## config.mk

```make
export PLATFORM = sky130hd
export DESIGN_NAME = sha256_hash_core
export DESIGN_NICKNAME = d
export VERILOG_FILES = /design/src/hdl/shc_pkg.sv /design/src/hdl/shc_front.sv /design/src/hdl/shc_queue.sv /design/src/hdl/shc_back.sv /design/src/hdl/sha256_hash_core.sv
export SDC_FILE = /design/constraint.sdc
export NUM_CORES = 2
export LEC_CHECK = 0
export ABC_CLOCK_PERIOD_IN_PS = 12550
export BUFFER_PORTS_ARGS = -buffer_cell sky130_fd_sc_hd__buf_4
export CORE_MARGIN = 3
export CORE_UTILIZATION = 54
export CTS_CLUSTER_SIZE = 8
export DETAILED_ROUTE_END_ITERATION = 8
export MAX_ROUTING_LAYER = met4
export PLACE_DENSITY = 0.83
export SLEW_MARGIN = 20
export SYNTH_ARGS = -nofsm -noshare
export SYNTH_HDL_FRONTEND = slang
export SYNTH_SLANG_ARGS = --single-unit
```

## constraint.sdc

```tcl
create_clock -name i_clk -period 12.55 [get_ports i_clk]
set_input_delay 0.6275 -clock i_clk [delete_from_list [all_inputs] [get_ports i_clk]]
set_output_delay 0.6275 -clock i_clk [all_outputs]
set_load 0.01 [all_outputs]
```

## src/hdl/shc_pkg.sv

```systemverilog
// Shared types, constants and round functions for the SHA-256 hash core.
// No dependencies; every other file in hdl/ refers to this package by scope.
package shc_pkg;

    localparam int BLOCK_WORDS  = 16;
    localparam int ROUNDS       = 64;
    localparam int DIGEST_WORDS = 8;
    localparam int MAX_BYTES    = 4;
    localparam int LEN_HI_POS   = 14;   // word slot of the length high half
    localparam int QUEUE_DEPTH  = 4;
    localparam int QUEUE_PTR_W  = $clog2(QUEUE_DEPTH);
    localparam int QUEUE_CNT_W  = QUEUE_PTR_W + 1;

    localparam logic [31:0] PAD_MARK = 32'h8000_0000;

    localparam logic [31:0] IV_HASH [DIGEST_WORDS] = '{
        32'h6a09e667, 32'hbb67ae85, 32'h3c6ef372, 32'ha54ff53a,
        32'h510e527f, 32'h9b05688c, 32'h1f83d9ab, 32'h5be0cd19
    };

    localparam logic [31:0] ROUND_K [ROUNDS] = '{
        32'h428a2f98, 32'h71374491, 32'hb5c0fbcf, 32'he9b5dba5,
        32'h3956c25b, 32'h59f111f1, 32'h923f82a4, 32'hab1c5ed5,
        32'hd807aa98, 32'h12835b01, 32'h243185be, 32'h550c7dc3,
        32'h72be5d74, 32'h80deb1fe, 32'h9bdc06a7, 32'hc19bf174,
        32'he49b69c1, 32'hefbe4786, 32'h0fc19dc6, 32'h240ca1cc,
        32'h2de92c6f, 32'h4a7484aa, 32'h5cb0a9dc, 32'h76f988da,
        32'h983e5152, 32'ha831c66d, 32'hb00327c8, 32'hbf597fc7,
        32'hc6e00bf3, 32'hd5a79147, 32'h06ca6351, 32'h14292967,
        32'h27b70a85, 32'h2e1b2138, 32'h4d2c6dfc, 32'h53380d13,
        32'h650a7354, 32'h766a0abb, 32'h81c2c92e, 32'h92722c85,
        32'ha2bfe8a1, 32'ha81a664b, 32'hc24b8b70, 32'hc76c51a3,
        32'hd192e819, 32'hd6990624, 32'hf40e3585, 32'h106aa070,
        32'h19a4c116, 32'h1e376c08, 32'h2748774c, 32'h34b0bcb5,
        32'h391c0cb3, 32'h4ed8aa4a, 32'h5b9cca4f, 32'h682e6ff3,
        32'h748f82ee, 32'h78a5636f, 32'h84c87814, 32'h8cc70208,
        32'h90befffa, 32'ha4506ceb, 32'hbef9a3f7, 32'hc67178f2
    };

    // One packed 32-bit message word and its last flag, headed for the compression engine
    typedef struct packed {
        logic [31:0] word;
        logic        last;   // final length word of a message
    } t_word_item;

    typedef enum logic [2:0] {
        FR_TAKE,
        FR_MARK,
        FR_ZERO,
        FR_LEN_HI,
        FR_LEN_LO
    } t_front_state;

    typedef enum logic [1:0] {
        BK_LOAD,
        BK_ROUND,
        BK_UPDATE,
        BK_EMIT
    } t_back_state;

    function automatic logic [31:0] big_sigma0(input logic [31:0] x);
        big_sigma0 = {x[1:0], x[31:2]} ^ {x[12:0], x[31:13]} ^ {x[21:0], x[31:22]};
    endfunction

    function automatic logic [31:0] big_sigma1(input logic [31:0] x);
        big_sigma1 = {x[5:0], x[31:6]} ^ {x[10:0], x[31:11]} ^ {x[24:0], x[31:25]};
    endfunction

    function automatic logic [31:0] small_sigma0(input logic [31:0] x);
        small_sigma0 = {x[6:0], x[31:7]} ^ {x[17:0], x[31:18]} ^ {3'b000, x[31:3]};
    endfunction

    function automatic logic [31:0] small_sigma1(input logic [31:0] x);
        small_sigma1 = {x[16:0], x[31:17]} ^ {x[18:0], x[31:19]} ^ {10'd0, x[31:10]};
    endfunction

endpackage

```

## src/hdl/shc_front.sv

```systemverilog
// Front end: packs message bytes into 32-bit words and generates padding.
// Depends on shc_pkg; feeds shc_queue.
module shc_front (
    input  logic                i_clk,
    input  logic                i_rst_n,
    input  logic                i_start,
    input  logic [31:0]         i_message_word,
    input  logic [2:0]          i_valid_bytes,
    input  logic                i_end_of_message,
    input  logic                i_q_full,
    output logic                o_busy,
    output logic                o_push,
    output shc_pkg::t_word_item o_item
);

    shc_pkg::t_front_state r_state, n_state;
    logic [31:0] r_part;
    logic [1:0]  r_part_cnt;
    logic [3:0]  r_word_cnt;
    logic [63:0] r_bit_len;

    logic        accept;
    logic [2:0]  cnt;
    logic [31:0] in_masked;
    logic [31:0] part_masked;
    logic [63:0] merged;
    logic [2:0]  total;
    logic [3:0]  word_cnt_inc;
    logic        reach_len;

    assign o_busy = (r_state != shc_pkg::FR_TAKE) || i_q_full;
    assign accept = i_start && !o_busy;

    // counts above four are taken as four
    assign cnt = (i_valid_bytes > 3'(shc_pkg::MAX_BYTES)) ? 3'(shc_pkg::MAX_BYTES)
                                                          : i_valid_bytes;
    assign in_masked   = i_message_word & ~(32'hffff_ffff >> {cnt, 3'b000});
    assign part_masked = r_part & ~(32'hffff_ffff >> {r_part_cnt, 3'b000});
    assign merged      = {part_masked, 32'd0} | ({in_masked, 32'd0} >> {r_part_cnt, 3'b000});
    assign total       = {1'b0, r_part_cnt} + cnt;

    assign word_cnt_inc = r_word_cnt + 4'd1;
    assign reach_len    = (word_cnt_inc == 4'(shc_pkg::LEN_HI_POS));

    // next state
    always_comb begin
        n_state = r_state;
        case (r_state)
            shc_pkg::FR_TAKE: begin
                if (accept && i_end_of_message) n_state = shc_pkg::FR_MARK;
            end
            shc_pkg::FR_MARK, shc_pkg::FR_ZERO: begin
                if (!i_q_full) n_state = reach_len ? shc_pkg::FR_LEN_HI : shc_pkg::FR_ZERO;
            end
            shc_pkg::FR_LEN_HI: begin
                if (!i_q_full) n_state = shc_pkg::FR_LEN_LO;
            end
            shc_pkg::FR_LEN_LO: begin
                if (!i_q_full) n_state = shc_pkg::FR_TAKE;
            end
            default: n_state = shc_pkg::FR_TAKE;
        endcase
    end

    // outputs
    always_comb begin
        o_push      = 1'b0;
        o_item.word = 32'd0;
        o_item.last = 1'b0;
        case (r_state)
            shc_pkg::FR_TAKE: begin
                o_push      = accept && total[2];
                o_item.word = merged[63:32];
            end
            shc_pkg::FR_MARK: begin
                o_push      = !i_q_full;
                o_item.word = part_masked | (shc_pkg::PAD_MARK >> {r_part_cnt, 3'b000});
            end
            shc_pkg::FR_ZERO: begin
                o_push = !i_q_full;
            end
            shc_pkg::FR_LEN_HI: begin
                o_push      = !i_q_full;
                o_item.word = r_bit_len[63:32];
            end
            shc_pkg::FR_LEN_LO: begin
                o_push      = !i_q_full;
                o_item.word = r_bit_len[31:0];
                o_item.last = 1'b1;
            end
            default: o_push = 1'b0;
        endcase
    end

    always_ff @(posedge i_clk) begin
        if (!i_rst_n) begin
            r_state    <= shc_pkg::FR_TAKE;
            r_part_cnt <= 2'd0;
            r_word_cnt <= 4'd0;
            r_bit_len  <= 64'd0;
        end else begin
            r_state <= n_state;
            if (o_push) r_word_cnt <= word_cnt_inc;
            if (accept) begin
                r_part_cnt <= total[1:0];
                r_bit_len  <= r_bit_len + {58'd0, cnt, 3'b000};
            end
            if (r_state == shc_pkg::FR_MARK && o_push) r_part_cnt <= 2'd0;
            if (r_state == shc_pkg::FR_LEN_LO && o_push) r_bit_len <= 64'd0;
        end
    end

    always_ff @(posedge i_clk) begin
        if (accept) r_part <= total[2] ? merged[31:0] : merged[63:32];
    end

endmodule

```

## src/hdl/shc_queue.sv

```systemverilog
// Short word queue between the packer and the compression engine.
// Depends on shc_pkg for depth and the entry type.
module shc_queue (
    input  logic                i_clk,
    input  logic                i_rst_n,
    input  logic                i_push,
    input  shc_pkg::t_word_item i_item,
    input  logic                i_pop,
    output shc_pkg::t_word_item o_item,
    output logic                o_full,
    output logic                o_empty
);

    shc_pkg::t_word_item r_mem [shc_pkg::QUEUE_DEPTH];
    logic [shc_pkg::QUEUE_PTR_W-1:0] r_wr_ptr;
    logic [shc_pkg::QUEUE_PTR_W-1:0] r_rd_ptr;
    logic [shc_pkg::QUEUE_CNT_W-1:0] r_count;

    assign o_full  = (r_count == shc_pkg::QUEUE_CNT_W'(shc_pkg::QUEUE_DEPTH));
    assign o_empty = (r_count == '0);
    assign o_item  = r_mem[r_rd_ptr];

    always_ff @(posedge i_clk) begin
        if (!i_rst_n) begin
            r_wr_ptr <= '0;
            r_rd_ptr <= '0;
            r_count  <= '0;
        end else begin
            if (i_push) r_wr_ptr <= r_wr_ptr + 1'b1;
            if (i_pop)  r_rd_ptr <= r_rd_ptr + 1'b1;
            if (i_push && !i_pop)      r_count <= r_count + 1'b1;
            else if (i_pop && !i_push) r_count <= r_count - 1'b1;
        end
    end

    always_ff @(posedge i_clk) begin
        if (i_push) r_mem[r_wr_ptr] <= i_item;
    end

endmodule

```

## src/hdl/shc_back.sv

```systemverilog
// Back end: 16-word block load, 64-round compression, digest readout.
// Depends on shc_pkg; pulls words from shc_queue.
module shc_back (
    input  logic                i_clk,
    input  logic                i_rst_n,
    input  logic                i_q_empty,
    input  shc_pkg::t_word_item i_item,
    output logic                o_pop,
    output logic                o_digest_valid,
    output logic [31:0]         o_digest_word,
    output logic [2:0]          o_digest_index,
    output logic                o_digest_last
);

    shc_pkg::t_back_state r_state, n_state;
    logic [31:0] r_w [shc_pkg::BLOCK_WORDS];     // schedule window, r_w[0] is W[t]
    logic [31:0] r_v [shc_pkg::DIGEST_WORDS];    // a..h
    logic [31:0] r_h [shc_pkg::DIGEST_WORDS];    // chaining value
    logic [3:0]  r_load_cnt;
    logic [5:0]  r_round;
    logic [2:0]  r_emit_idx;
    logic        r_last;
    logic        r_out_valid;
    logic [31:0] r_out_word;
    logic [2:0]  r_out_idx;
    logic        r_out_last;

    logic        load_done;
    logic [31:0] t1, t2, w_new, ch, maj;

    assign load_done = o_pop && (r_load_cnt == 4'(shc_pkg::BLOCK_WORDS - 1));

    assign ch    = (r_v[4] & r_v[5]) ^ (~r_v[4] & r_v[6]);
    assign maj   = (r_v[0] & r_v[1]) ^ (r_v[0] & r_v[2]) ^ (r_v[1] & r_v[2]);
    assign t1    = r_v[7] + shc_pkg::big_sigma1(r_v[4]) + ch
                 + shc_pkg::ROUND_K[r_round] + r_w[0];
    assign t2    = shc_pkg::big_sigma0(r_v[0]) + maj;
    assign w_new = shc_pkg::small_sigma1(r_w[14]) + r_w[9]
                 + shc_pkg::small_sigma0(r_w[1]) + r_w[0];

    // next state
    always_comb begin
        n_state = r_state;
        case (r_state)
            shc_pkg::BK_LOAD:   if (load_done) n_state = shc_pkg::BK_ROUND;
            shc_pkg::BK_ROUND:  if (r_round == 6'(shc_pkg::ROUNDS - 1)) n_state = shc_pkg::BK_UPDATE;
            shc_pkg::BK_UPDATE: n_state = r_last ? shc_pkg::BK_EMIT : shc_pkg::BK_LOAD;
            shc_pkg::BK_EMIT:   if (r_emit_idx == 3'(shc_pkg::DIGEST_WORDS - 1))
                                    n_state = shc_pkg::BK_LOAD;
            default:            n_state = shc_pkg::BK_LOAD;
        endcase
    end

    // outputs
    always_comb begin
        o_pop = 1'b0;
        case (r_state)
            shc_pkg::BK_LOAD: o_pop = !i_q_empty;
            default:          o_pop = 1'b0;
        endcase
    end

    assign o_digest_valid = r_out_valid;
    assign o_digest_word  = r_out_word;
    assign o_digest_index = r_out_idx;
    assign o_digest_last  = r_out_last;

    always_ff @(posedge i_clk) begin
        if (!i_rst_n) begin
            r_state     <= shc_pkg::BK_LOAD;
            r_load_cnt  <= 4'd0;
            r_round     <= 6'd0;
            r_emit_idx  <= 3'd0;
            r_last      <= 1'b0;
            r_out_valid <= 1'b0;
            for (int i = 0; i < shc_pkg::DIGEST_WORDS; i++) r_h[i] <= shc_pkg::IV_HASH[i];
        end else begin
            r_state     <= n_state;
            r_out_valid <= (r_state == shc_pkg::BK_EMIT);
            if (o_pop) begin
                r_load_cnt <= r_load_cnt + 4'd1;
                r_last     <= i_item.last;
            end
            if (r_state == shc_pkg::BK_ROUND) r_round <= r_round + 6'd1;
            if (r_state == shc_pkg::BK_UPDATE) begin
                for (int i = 0; i < shc_pkg::DIGEST_WORDS; i++) r_h[i] <= r_h[i] + r_v[i];
            end
            if (r_state == shc_pkg::BK_EMIT) begin
                r_emit_idx <= r_emit_idx + 3'd1;
                if (r_emit_idx == 3'(shc_pkg::DIGEST_WORDS - 1)) begin
                    for (int i = 0; i < shc_pkg::DIGEST_WORDS; i++)
                        r_h[i] <= shc_pkg::IV_HASH[i];
                end
            end
        end
    end

    // datapath, no reset
    always_ff @(posedge i_clk) begin
        if (o_pop || r_state == shc_pkg::BK_ROUND) begin
            for (int i = 0; i < shc_pkg::BLOCK_WORDS - 1; i++) r_w[i] <= r_w[i + 1];
            r_w[shc_pkg::BLOCK_WORDS - 1] <= o_pop ? i_item.word : w_new;
        end
        if (load_done) begin
            for (int i = 0; i < shc_pkg::DIGEST_WORDS; i++) r_v[i] <= r_h[i];
        end else if (r_state == shc_pkg::BK_ROUND) begin
            r_v[7] <= r_v[6];
            r_v[6] <= r_v[5];
            r_v[5] <= r_v[4];
            r_v[4] <= r_v[3] + t1;
            r_v[3] <= r_v[2];
            r_v[2] <= r_v[1];
            r_v[1] <= r_v[0];
            r_v[0] <= t1 + t2;
        end
        if (r_state == shc_pkg::BK_EMIT) begin
            r_out_word <= r_h[r_emit_idx];
            r_out_idx  <= r_emit_idx;
            r_out_last <= (r_emit_idx == 3'(shc_pkg::DIGEST_WORDS - 1));
        end
    end

endmodule

```

## src/hdl/sha256_hash_core.sv

```systemverilog
// SHA-256 hash core, top level: packer front end, word queue, compression back end.
// Depends on shc_pkg, shc_front, shc_queue and shc_back.
//
// Usage: drive i_message_word (first byte in bits 31:24), i_valid_bytes (0..4, larger
// counts act as 4) and i_end_of_message, and raise i_start; the item is taken at a
// clock edge where i_start is high and o_busy is low. A zero count is only meaningful
// on the final item; a final item with zero count as the first item hashes the empty
// message. After the final item the core pads the message itself and later presents
// the digest as eight consecutive single-cycle strobes on o_digest_valid, h0 first,
// with o_digest_last on h7. There is no output back-pressure: the receiver must take
// each word in the cycle it appears. In the back end a 64-byte block is loaded word by
// word from the queue, put through 64 rounds of compression and added into the chaining
// value; the single-round compression loop sets the sustained throughput. The front end
// packs one item per cycle, while o_busy is low, into a 4-entry queue, so short bursts
// go in at full speed; o_busy rises when the queue fills or padding is generated.
// After a final item the front end generates the padding, the back end runs one or two
// compressions, and the eight digest words are read out. The next message may be
// started while the digest is still being computed.
module sha256_hash_core (
    input  logic        i_clk,
    input  logic        i_rst_n,
    input  logic        i_start,
    input  logic [31:0] i_message_word,
    input  logic [2:0]  i_valid_bytes,
    input  logic        i_end_of_message,
    output logic        o_busy,
    output logic        o_digest_valid,
    output logic [31:0] o_digest_word,
    output logic [2:0]  o_digest_index,
    output logic        o_digest_last
);

    shc_pkg::t_word_item push_item;
    shc_pkg::t_word_item head_item;
    logic push;
    logic pop;
    logic q_full;
    logic q_empty;

    // byte packing and padding
    shc_front u_front (
        .i_clk            (i_clk),
        .i_rst_n          (i_rst_n),
        .i_start          (i_start),
        .i_message_word   (i_message_word),
        .i_valid_bytes    (i_valid_bytes),
        .i_end_of_message (i_end_of_message),
        .i_q_full         (q_full),
        .o_busy           (o_busy),
        .o_push           (push),
        .o_item           (push_item)
    );

    // decouples packing from compression
    shc_queue u_queue (
        .i_clk   (i_clk),
        .i_rst_n (i_rst_n),
        .i_push  (push),
        .i_item  (push_item),
        .i_pop   (pop),
        .o_item  (head_item),
        .o_full  (q_full),
        .o_empty (q_empty)
    );

    // compression and digest readout
    shc_back u_back (
        .i_clk          (i_clk),
        .i_rst_n        (i_rst_n),
        .i_q_empty      (q_empty),
        .i_item         (head_item),
        .o_pop          (pop),
        .o_digest_valid (o_digest_valid),
        .o_digest_word  (o_digest_word),
        .o_digest_index (o_digest_index),
        .o_digest_last  (o_digest_last)
    );

endmodule
```

== Yosys cells after proc, flatten, opt, wreduce, memory -nomap -nowiden ==
Memories as Yosys holds them, arrays and structs flattened. A register that Yosys moved wholly into a read port is not among the register bits.
Cells that the tools add are included.

* Add/subtract/negate cells: 28
* Order comparisons: 2
* Equality and inequality tests: 19
* Shift operators: 4
* Mux-type cells: 65
* Bitwise logic cells: 49
* Reductions and logical operators: 26

{| class="wikitable"
|+ Operators by type and width
! cell !! number
|-
| $mux W32 || 28
|-
| $add A32 B32 Y32 || 18
|-
| $xor A32 B32 Y32 || 9
|-
| $and A32 B32 Y32 || 7
|-
| $pmux W32 S4 || 1
|-
| $not A32 Y32 || 3
|-
| $add A64 B6 Y64 || 1
|-
| $or A64 B64 Y64 || 1
|-
| $shr A32 B5 Y32 const A || 2
|-
| $shr A64 B5 Y64 || 1
|-
| $or A32 B32 Y32 || 1
|-
| $shr A32 B6 Y32 const A || 1
|-
| $xor A32 B22 Y32 || 1
|-
| $xor A32 B29 Y32 || 1
|-
| $or A1 B1 Y1 || 24
|-
| $mux W3 || 7
|-
| $mux W1 || 20
|-
| $mux W2 || 6
|-
| $pmux W3 S4 || 1
|-
| $eq A3 B3 Y1 const B || 3
|-
| $add A4 B1 Y4 const B || 2
|-
| $eq A4 B4 Y1 const B || 2
|-
| $logic_and A1 B1 Y1 || 8
|-
| $ne A2 B2 Y1 const B || 4
|-
| 27 further kinds || 41
|}

* Flip-flop bits (word level): 133
* Memory bits (writable): 1156
* Bits in read-only memories: 2048
* Bits of input ports: 39
* Word-level logic and storage cells: 214
* Memories kept: 5

{| class="wikitable"
|+ Memories
! memory !! depth !! bits a word !! read ports !! clocked after memory_dff !! wr ports !! RTL line !! RTL
|-
| (no name shown) || 64 || 32 || 1 || 0 || 0 || shc_back.sv:36 || <nowiki>+ shc_pkg::ROUND_K[r_round] + r_w[0];</nowiki>
|-
| u_back.r_w || 16 || 32 || 16 || 0 || 16 || shc_back.sv:16 || <nowiki>logic [31:0] r_w [shc_pkg::BLOCK_WORDS];</nowiki>
|-
| u_back.r_h || 8 || 32 || 9 || 1 || 8 || shc_back.sv:18 || <nowiki>logic [31:0] r_h [shc_pkg::DIGEST_WORDS];</nowiki>
|-
| u_back.r_v || 8 || 32 || 8 || 0 || 8 || shc_back.sv:17 || <nowiki>logic [31:0] r_v [shc_pkg::DIGEST_WORDS];</nowiki>
|-
| u_queue.r_mem || 4 || 33 || 1 || 1 || 1 || shc_queue.sv:14 || <nowiki>shc_pkg::t_word_item r_mem [shc_pkg::QUEUE_DEPTH];</nowiki>
|}

== Logic depth before layout (Yosys ltp) ==
* Word-level depth: 10
* Mapped depth: 42
* Depth with buffers taken out: 40

== By module ==
Synthesis repeated with hierarchy kept, for this count alone.

* Cells, all modules: 7106
* Area total of the unflattened synthesis: 77122.7 um2

{| class="wikitable"
|+ Modules (own cells, without submodules)
! module !! times used !! cells an instance !! area each (um2)
|-
| shc_back || 1 || 6114 || 65790.6
|-
| shc_front || 1 || 776 || 6078.3
|-
| shc_queue || 1 || 216 || 5253.8
|}

== Worst setup path after synthesis ==
Ideal clock, no wire load.

* Kind: register to register
* Start point: register u_back.r_state[1]
* End point: memory u_back.r_w[0][0] (enable)
* Data arrival time: 9.738 ns
* Data required time: 8.918 ns
* Slack: -0.821 ns
* Stages on the path, launching flop included: 7
* Buffers on the path: 3
* Period minus slack after synthesis: 13.371 ns
* Path through: dfxtp_1 inv_1 nand2_1 clkbuf_1 clkbuf_1 buf_1 nand2_1

{| class="wikitable"
|+ RTL lines
! what !! RTL line !! RTL
|-
| start, declared || shc_back.sv:15 || <nowiki>shc_pkg::t_back_state r_state, n_state;</nowiki>
|-
| start signal, assigned || shc_back.sv:70 || <nowiki>r_state <= shc_pkg::BK_LOAD;</nowiki>
|-
| start signal, assigned || shc_back.sv:78 || <nowiki>r_state <= n_state;</nowiki>
|-
| end, declared || shc_back.sv:16 ||
|}

==> results.md <==
- Worst flop-to-flop path startpoint: u_back.r_round[0]
- Reg2reg path depth: 33
- Top Ports: 77
- Die width: 383 µm
- Critical Path Sink Type: flip-flop
- R2R setup slack: 2330 ps
- Top cells by area, synth: edfxtp_1 (43%), ha_1 (6.6%), dfxtp_1 (5.8%), nand2_1 (5.7%), fa_1 (5.2%)
- Min-delay src: i_message_word[3]
- Post-synth top area cell: edfxtp_1
- Worst hold path class: in -> reg
- Max Slew Vio Count: 0
- Clock buffer depth: 3
- Worst Tran Pin Value: 1240 ps
- Synth top area share: 42.5%
- First-pass GRT wire length: 343 mm
- Count of different cell masters after synthesis: 104
- Share of layout cells above drive strength 1: 8.11%
- Clk_skew: 108 ps
- Die Ht: 383 µm
- Routed Antenna Nets: 0
- Top FF cell, synth: edfxtp_1
- Crit Reg-Reg Endpoint: u_back.r_v[0][31]
- Grt ovf: 0
- TNS Setup: 0 ps
- Via count: 57317
- Num CTS Buffers: 183
- Post-CTS Setup Inserts: 0
- Gpl congestion: 0.991
- Status: finished with violations
- Port bufs: 76
- RSZ-0062 raised after global routing: no
- H-tree depth: 4
- Synth warnings: 0
- CTS resizes: 0
- Vias in the first global route: 55614
- CTS root buffer: clkbuf_16
- Initial antenna violation count: 4
- Worst Setup SP: u_back.r_round[0]
- CTS Hold Buffers Added: 0
- Core Area: 140000 µm²
- Fin crit share: 81.4%
- Dpl cell area: 79200 µm²
- Worst Setup Start Kind: flip-flop
- CTS tree: done
- WP data arrival: 10730 ps
- Cells after Synth: 7094
- Setup Viol. Count Final: 0
- Worst endpoint required time: 13060 ps
- Failing checks: DRC
- Worst-Skew Late Latency: 860 ps
- DP Wirelength: 166 mm
- Post-Route WL: 228 mm
- Delay-heaviest family, CP: compound AO/OA/AOI/OAI gates
- Max-cap violation count: 0
- Vias per std cell: 6.31
- Crit-path slowest cell: o311ai_0
- CTS sink cnt: 1312
- Most frequent CP cell: fa_1
- Hold path endpoint: u_front.r_part[11]
- Max frequency: 0.0978 GHz
- Post-route cell area: 84600 µm²
- Clk pin slew, worst setup/hold paths: 60 ps
- Crit Path Class: reg -> reg
- Share of flip-flops with an asynchronous set or reset: 0%
- Rel. slew slack: 16.5%
- Initial Util: 54.8%
- # nets final: 7738
- Seq cells post-synth: 1312
- Hold depth: 2
- Area growth syn-to-layout: 10.1%
- Post-synth EDFFs: 1088
- Mean Syn Cell Area: 10.8 µm²
- Die Area: 147000 µm²
- CP peak stage delay: 750 ps
- Global-route usage over all layers: 31.7%
- Post-DR wirelength/cell: 25.2 µm
- Residual DRC: 4
- DRT iter0 DRCs: 7156
- First-pass detailed-route iteration total: 9
- Num rows: 137
- Hold Violations, Final: 0
- Critical-path maximum fanout: 20
- CP bufs+invs: 4
- Post-synthesis sequential area ratio: 48.3%
- Mapped cell area: 76900 µm²
- Min Clock Period, post-route: 10220 ps
- Syn_nets: 7738
- Largest net degree at the start of global routing: 148
flip-flops by register name (all words and copies together) (netlist names), 4 cells and up, named ones only:
name,flops
u_front.r_bit_len,61
u_back.o_digest_word,32
u_front.r_part,24
u_front.r_word_cnt,4
u_back.r_round,6
u_back.r_w,512
u_back.r_h,256
u_queue.r_mem,132
u_back.r_v,256
u_back.r_load_cnt,4
how the worst max path moves through the flow:
stage,cells after the start,to,slack [ps]
after floorplan,35,u_back.r_v[0][31],4060
after global placement,34,u_back.r_v[0][31],2650
after detailed placement,34,u_back.r_v[0][31],2670
after CTS,34,u_back.r_v[0][31],2640
after global routing,34,u_back.r_v[0][31],1850
final,33,u_back.r_v[0][31],2330
cell usage in the layout (no fill, tap or decap), types with 53 or more instances in the layout:
| cell type | count |
|---|---|
| nor2_1 | 403 |
| clkbuf_1 | 89 |
| and3_1 | 55 |
| buf_4 | 142 |
| a31oi_1 | 60 |
| mux4_2 | 105 |
| o211ai_1 | 53 |
| edfxtp_1 | 1088 |
| a21o_1 | 178 |
| mux2_2 | 59 |
| ha_1 | 407 |
| o21a_1 | 66 |
| inv_1 | 268 |
| fa_1 | 198 |
| a21oi_1 | 508 |
| o21ai_0 | 374 |
| nand3_1 | 123 |
| nand2b_1 | 57 |
| nand2_1 | 1153 |
| dfxtp_1 | 216 |
| nor3_1 | 90 |
| xnor2_1 | 415 |
| xor2_1 | 212 |
| clkbuf_16 | 183 |
cell usage after synthesis (all sizes together), types with 90 or more instances:
library cell	instances
a21o	179
a21oi	511
clkbuf	272
dfxtp	224
edfxtp	1088
fa	198
ha	407
inv	271
mux4	105
nand2	1158
nand3	124
nor2	408
nor3	90
o21ai	388
xnor2	415
xor2	213
logic make-up after synthesis:
group	share of synthesized area, %
xor+xnor	7.19
simple gates	12.1
mux	4.19
flops	48.3
compound gates	13.2
fa+ha+maj	12.1
buf+inv	2.96
final cells by class:
class	count	area, µm²
fill	10994	55800
timing repair buffer	144	1110
multi-input combinational	5179	37600
antenna	2	5.00
clock buffer	273	4930
sequential	1312	37200
inverter	274	1030
clock inverter	17	453
tap	1876	2350
through the flow:
stage	util, %	hold slack [ps]	cells	worst slack [ps]
6_report	60.3	123	9077	2330
5_1_grt	60.3	110	9077	1850
2_1_floorplan	-	400	7094	4060
4_1_cts	60.2	81.0	9074	2640
3_3_place_gp	56.4	400	8783	2650
3_5_place_dp	56.4	405	8784	2670
routing by layer:
metal / vias up / GRT usage, % / wire [µm]
li1: 25544 / - / -
met1: 28047 / 41.2 / 90000
met2: 3121 / 48.1 / 104000
met3: 605 / 6.31 / 22000
met4: 0 / 14.8 / 12200
met5: - / - / 0
Power is not shown: default switching activity piles up to over one toggle a cycle in this logic, so the estimate is an artifact.
